File: config.mk
export PLATFORM = sky130hd
export DESIGN_NAME = bnmc_ctrl
export DESIGN_NICKNAME = d
export VERILOG_FILES = /design/src/bnmc_pkg.sv /design/src/bnmc_ctrl.sv
export SDC_FILE = /design/constraint.sdc
export NUM_CORES = 1
export LEC_CHECK = 0
export ABC_AREA = 0
export BUFFER_PORTS_ARGS = -buffer_cell sky130_fd_sc_hd__clkbuf_2
export CORE_AREA = 10 10 47 49
export DETAILED_ROUTE_END_ITERATION = 7
export DIE_AREA = 0 0 57 59
export PLACE_DENSITY = 0.66
export RECOVER_POWER = 50
export SYNTH_ARGS = -nofsm -noshare
export SYNTH_HDL_FRONTEND = slang
export SYNTH_SLANG_ARGS = --single-unit
File: constraint.sdc
create_clock -name clk -period 1.3 [get_ports clk]
set_input_delay 0.13 -clock clk [delete_from_list [all_inputs] [get_ports clk]]
set_output_delay 0.13 -clock clk [all_outputs]
set_load 0.05 [all_outputs]
File: src/bnmc_pkg.sv
// Shared types and constants for the box nesting chain cover block.
// Holds the payload structs, the datapath command and status structs and the op codes.
// No dependencies.
package bnmc_pkg;

  localparam int DIM_BITS = 16;
  localparam int OUT_BITS = 7;

  typedef struct packed {
    logic [DIM_BITS-1:0] dim_a;
    logic [DIM_BITS-1:0] dim_b;
    logic [DIM_BITS-1:0] dim_c;
    logic                last_box;
  } box_in_t;

  typedef struct packed {
    logic [OUT_BITS-1:0] min_chains;
    logic                overflow;
  } chain_out_t;

  typedef enum logic [3:0] {
    OP_IDLE,
    OP_CLEAR,
    OP_ROOT,
    OP_LOADV,
    OP_SCAN,
    OP_CHECK,
    OP_VCHK,
    OP_POPRD,
    OP_POPLD,
    OP_FLIPRD,
    OP_FLIPWR,
    OP_NEXTR,
    OP_DONE
  } dp_op_t;

  typedef struct packed {
    dp_op_t op;
    logic   accept;
  } dp_cmd_t;

  typedef struct packed {
    logic accept_last;
    logic clr_last;
    logic j_end;
    logic nests;
    logic mvalid;
    logic hit;
    logic depth_one;
    logic fidx_zero;
    logic root_last;
    logic out_free;
  } dp_status_t;

endpackage

File: src/bnmc_ctrl.sv
// Controller state machine for the box nesting chain cover block.
// Sequences loading, the matching search and the result; depends on bnmc_pkg.
module bnmc_ctrl (
  input  logic                clk,
  input  logic                rst,
  input  logic                in_valid,
  output logic                in_stall,
  output bnmc_pkg::dp_cmd_t   cmd,
  input  bnmc_pkg::dp_status_t status
);

  typedef enum logic [3:0] {
    S_IDLE, S_CLEAR, S_ROOT, S_LOADV, S_SCAN, S_CHECK, S_VCHK,
    S_POPRD, S_POPLD, S_FLIPRD, S_FLIPWR, S_NEXTR, S_DONE
  } state_t;

  state_t state;

  always_ff @(posedge clk) begin
    if (rst) begin
      state <= S_IDLE;
    end else begin
      case (state)
        S_IDLE: begin
          if (status.accept_last) state <= S_CLEAR;
        end
        S_CLEAR: begin
          if (status.clr_last) state <= S_ROOT;
        end
        S_ROOT:  state <= S_LOADV;
        S_LOADV: state <= S_SCAN;
        S_SCAN: begin
          if (!status.j_end) state <= S_CHECK;
          else if (status.depth_one) state <= S_NEXTR;
          else state <= S_POPRD;
        end
        S_CHECK: begin
          if (!status.nests) state <= S_SCAN;
          else if (status.mvalid) state <= S_VCHK;
          else if (status.depth_one) state <= S_NEXTR;
          else state <= S_FLIPRD;
        end
        S_VCHK: begin
          if (status.hit) state <= S_SCAN;
          else state <= S_LOADV;
        end
        S_POPRD:  state <= S_POPLD;
        S_POPLD:  state <= S_LOADV;
        S_FLIPRD: state <= S_FLIPWR;
        S_FLIPWR: begin
          if (status.fidx_zero) state <= S_NEXTR;
          else state <= S_FLIPRD;
        end
        S_NEXTR: begin
          if (status.root_last) state <= S_DONE;
          else state <= S_ROOT;
        end
        S_DONE: begin
          if (status.out_free) state <= S_IDLE;
        end
        default: state <= S_IDLE;
      endcase
    end
  end

  always_comb begin
    cmd.accept = (state == S_IDLE) && in_valid;
    case (state)
      S_IDLE:   cmd.op = bnmc_pkg::OP_IDLE;
      S_CLEAR:  cmd.op = bnmc_pkg::OP_CLEAR;
      S_ROOT:   cmd.op = bnmc_pkg::OP_ROOT;
      S_LOADV:  cmd.op = bnmc_pkg::OP_LOADV;
      S_SCAN:   cmd.op = bnmc_pkg::OP_SCAN;
      S_CHECK:  cmd.op = bnmc_pkg::OP_CHECK;
      S_VCHK:   cmd.op = bnmc_pkg::OP_VCHK;
      S_POPRD:  cmd.op = bnmc_pkg::OP_POPRD;
      S_POPLD:  cmd.op = bnmc_pkg::OP_POPLD;
      S_FLIPRD: cmd.op = bnmc_pkg::OP_FLIPRD;
      S_FLIPWR: cmd.op = bnmc_pkg::OP_FLIPWR;
      S_NEXTR:  cmd.op = bnmc_pkg::OP_NEXTR;
      S_DONE:   cmd.op = bnmc_pkg::OP_DONE;
      default:  cmd.op = bnmc_pkg::OP_IDLE;
    endcase
  end

  assign in_stall = (state != S_IDLE);

endmodule

* Yosys cells after proc, flatten, opt, wreduce, memory -nomap -nowiden *
Memories as Yosys holds them, arrays and structs flattened. A register that Yosys moved wholly into a read port is not among the register bits.
Index checks and enable logic that the tools add are counted.

operators by class
  reductions and logical operators = 5
  multiplexer cells = 14
  equal/unequal tests = 15

operators by type and width
  cell                                                                   count
  4-bit one-hot mux with 12 select lines                                 1
  4-bit two-way mux                                                      10
  4-bit equality test, second input constant                             5
  4-bit by 3-bit equality test with 1-bit output, second input constant  4
  4-bit by 2-bit equality test with 1-bit output, second input constant  2
  2-bit inequality test, second input constant                           3
  4-bit by 1-bit equality test with 1-bit output, second input constant  1
  4-bit zero test                                                        1
  2-bit two-way mux                                                      2
  4-bit nonzero test                                                     1
  3-bit two-way mux                                                      1
  3-bit AND reduction                                                    1
  2-bit OR reduction                                                     1
  1-bit logical AND                                                      1

word-level totals
  memories = 1
  output and inout port bits = 6
  ROM bits = 64
  logic and storage cells = 36
  bits of input ports = 13
  flip-flop bits (word level) = 4

memories
  name             depth  width  read ports  clocked after Yosys merged registers in  wr ports  RTL line         text
  (no name shown)  16     4      1           1                                        0         bnmc_ctrl.sv:68  case (state)

* Longest topological paths before layout *
  depth in word-level cells = 6
  mapped depth = 5
  gate-level depth less buffers = 4

* Worst setup path before layout *
OpenSTA, ideal clock, no wires.

  kind = register to register
  start = register state[3]
  end = register cmd[1] (netlist name)
  library setup time = 125 ps
  arrival = 1308 ps
  required time = 1175 ps
  period minus slack after synthesis = 1433 ps
  stages on the path, launching flop included = 6
  path slack = -133 ps
  buffers on the path = 1
  cells stage by stage = dfxtp_1 buf_2 nor2_1 nand2_1 o21ai_1 o2bb2ai_1

between the ends
  word-level cells in the longest chain between the ends = 5
  elaborated cells between the ends (all ways) = 21
  those cells by class = 15 x eq/ne; 3 x mux; 3 x reduce/logical

RTL lines
  item                                                                           RTL line         text
  start, declared                                                                bnmc_ctrl.sv:17  state_t state;
  start signal, assigned                                                         bnmc_ctrl.sv:21  state <= S_IDLE;
  start signal, assigned                                                         bnmc_ctrl.sv:25  if (status.accept_last) state <= S_CLEAR;
  start signal, assigned                                                         bnmc_ctrl.sv:28  if (status.clr_last) state <= S_ROOT;
  4-bit equality test, or another cell as far along                              bnmc_ctrl.sv:23  case (state)
  2-bit OR reduction (no line) or 2-bit inequality test (tied branches)          -
  4-bit one-hot mux with 12 select lines or 3-bit AND reduction (tied branches)  -
  4-bit two-way mux (no line) * (2 in a row)                                     -

Mark *: on every way between the ends. The rest lies on a longest branch, timed or not.
A chain may end at the register's enable or synchronous reset.

==> results.yml <==
detailed_routing:
  drc: 0
  final_antenna_net_count: 0
  wl_per_cell_um: 13.99
  dr.pass1.iters: 4
  drt_iter0_drc: 5
  totalWireLength_um: 1371
  dr_total_vias: 511
  routed_via_density: 5.214
yosys:
  synth_warnings: 0
  netlist_top_cells_count: "dfxtp_1, nor2_1, a21oi_1, inv_1, nand2b_1"
  yosysSeqAreaShare_pct: 30.62
  synth.most_common_cell: "dfxtp_1"
  async_flop_share_pct: 0
  synth_edf_count: 0
  synth_ff_type: "dfxtp_1"
  synth_area_um2: 523.0
  syn-num-nets: 70
  synth_area_per_cell_um2: 9.175
  synth_top_area_share_pct: 30.62
  synth_cell_types: 34
  ys_seq_elements: 8
  synthCells: 57
  synth_largest_area_cell: "dfxtp_1"
  yosys-top-cells-area: "dfxtp_1, buf_6, nor4_4, nand2b_1, nor2_1"
sta:
  hold_viol_final: 0
  min_period_over_period_pct: 98.81
  fin_ws_ns: 0.01553
  skew_ns: 0.002419
  setup_violations: 0
  timing.fmax_mhz: 778.5
  worst_pin_slew_ns: 0.6021
  fin_crit_ns: 1.284
  rsz0062_at_grt: "yes"
  slew_headroom_pct: 60.03
  maxSlewViolCount: 0
placement:
  dp.cells: 95
  place_ws_ns: -0.04788
  dp_hpwl_um: 1106
  gp_congestion: 0.8042
  port_buffers: 18
global_route:
  track_usage_pct: 7.929
  grt_remaining_overflow: 0
  grt_antenna_before_repair: 0
  grt_pass1_vias: 520
  grt_pass1_wl_um: 2208
  grt_max_degree: 13
clocking:
  clk_pin_slew_worst_paths_ns: 0.05
  cts_hold_buf: 0
  clock_latency_ns: 0.25
  cts_buffers: 3
  cts_tree: "built"
  h-tree-depth: 1
  clock_path_buffers: 2
  root_buffer: "clkbuf_4"
  clkSinkCount: 8
run_status:
  status: "finished, final reports clean"
die:
  die_h_um: 59
  die_area_um2: 3363
  row_count: 14
  die_width_um: 57
  coreArea_um2: 1401
  initial_utilization_pct: 37.32
  io_pins: 19
worst_setup_path:
  path_cells: "buf_6 > nor2_4 > and3_4 > clkbuf_16"
  crit_arrival_ns: 1.15
  start_kind: "flip-flop"
  critPathRequiredTime_ns: 1.17
  cp_max_fo: 5
  crit_slowest_cell: "dfxtp_2"
  max_stage_delay_ns: 0.34
  crit_type: "flip-flop to primary output"
  end_kind: "primary output"
layout:
  fin_nets: 97
  drive_above_1_share_pct: 46.34
  final_cell_count_no_fill: 98
  register_area_um2: 170.2
  n_fill_cell: 133
  multi_input_area_um2: 342.8
  syn2layout_area_growth_pct: 40.67
  num_antenna_cells: 0
power:
  power.density_nw_per_um2: 2215
  p_leak_nw: 0.3109
  vdd_drop_max_mv: 1.185
run:
  drv_cap: 0
min_path:
  min_path_type: "primary input to flip-flop"
per-stage QoR:
step | TNS, ns | hold WS (ns) | util [%] | total power [mW] | area, um2
after floorplan | 0 | 0.1991 | - | 1.135 | 525.5
after CTS | 0 | 0.1171 | 52.59 | 1.649 | 737.0
after global placement | -0.1352 | 0.3922 | 47.14 | 1.324 | 660.6
final | 0 | 0.1326 | 52.50 | 1.629 | 735.7
after global routing | -0.04253 | 0.1444 | 52.50 | 1.730 | 735.7
after detailed placement | -0.1986 | 0.3853 | 47.14 | 1.328 | 660.6
where the power goes:
part | leakage (nW) | total, mW | switching [mW] | internal, mW
Combinational | 0.229 | 1.01 | 0.587 | 0.419
Sequential | 0.0677 | 0.443 | 0.105 | 0.337
Clock | 0.0138 | 0.181 | 0.0761 | 0.105
Total | 0.311 | 1.63 | 0.768 | 0.861
logic make-up (layout without fill, tap and decap cells):
kind of cell,count (synthesis),count (layout),synth area share (%)
AO/OA/AOI/OAI,22,22,30.15
XOR/XNOR,1,1,3.111
buffers and inverters,7,32,8.851
flip-flops,8,8,30.62
AND/OR/NAND/NOR,19,19,27.27
placed cells by master (no fill, tap or decap), drive strengths merged, types with 2 or more instances in the layout:
master    n
a211oi    2
dfxtp     8
clkbuf   20
o21ai     4
a21boi    2
a21oi     3
nand2b    3
nor2      5
buf       9
nor2b     3
inv       3
o2bb2ai   2
per-layer routing:
| layer | routed length, um | global-route usage, % | vias up |
|---|---|---|---|
| met5 | 0 | 0 | - |
| met4 | 6 | 3.020 | 0 |
| met3 | 68 | 2.361 | 2 |
| met2 | 723 | 14.57 | 9 |
| met1 | 572 | 8.254 | 238 |
| li1 | - | - | 262 |
cell type report:
type                       count  area share, %
clock buffer                   3          3.061
inverter                       3          1.531
multi-input combinational     42          46.60
sequential                     8          23.13
tap                           16          2.721
timing repair buffer          26          22.96
flip-flops by register name, indices dropped and copies added, names as in the netlist:
name	count
state	4
cmd	4
worst paths after layout:
path                          from               endpoint  slack, ns  cells past startpoint
max          state[1]$_SDFFE_PP0N_                 cmd[0]       0.02                      4
min                            rst         cmd[3]$_DFF_P_       0.13                      2
max reg2reg  state[1]$_SDFFE_PP0N_         cmd[2]$_DFF_P_       0.06                      5
min reg2reg  state[0]$_SDFFE_PP0N_  state[0]$_SDFFE_PP0N_       0.70                      2
worst max-delay path: cells and delay by family (launching register included):
kind / cells / cell delay (ns)
buffers and inverters: 2 / 0.29
and+or+nand+nor: 2 / 0.27
DFF: 1 / 0.34
timing repair:
action | CTS | global route
setup buffers | 1 | 0
pin swaps | 2 | 1
endpoints found under the setup margin | 10 | 3
gates resized for setup | 15 | 2
(Power assumes the default switching activity.)
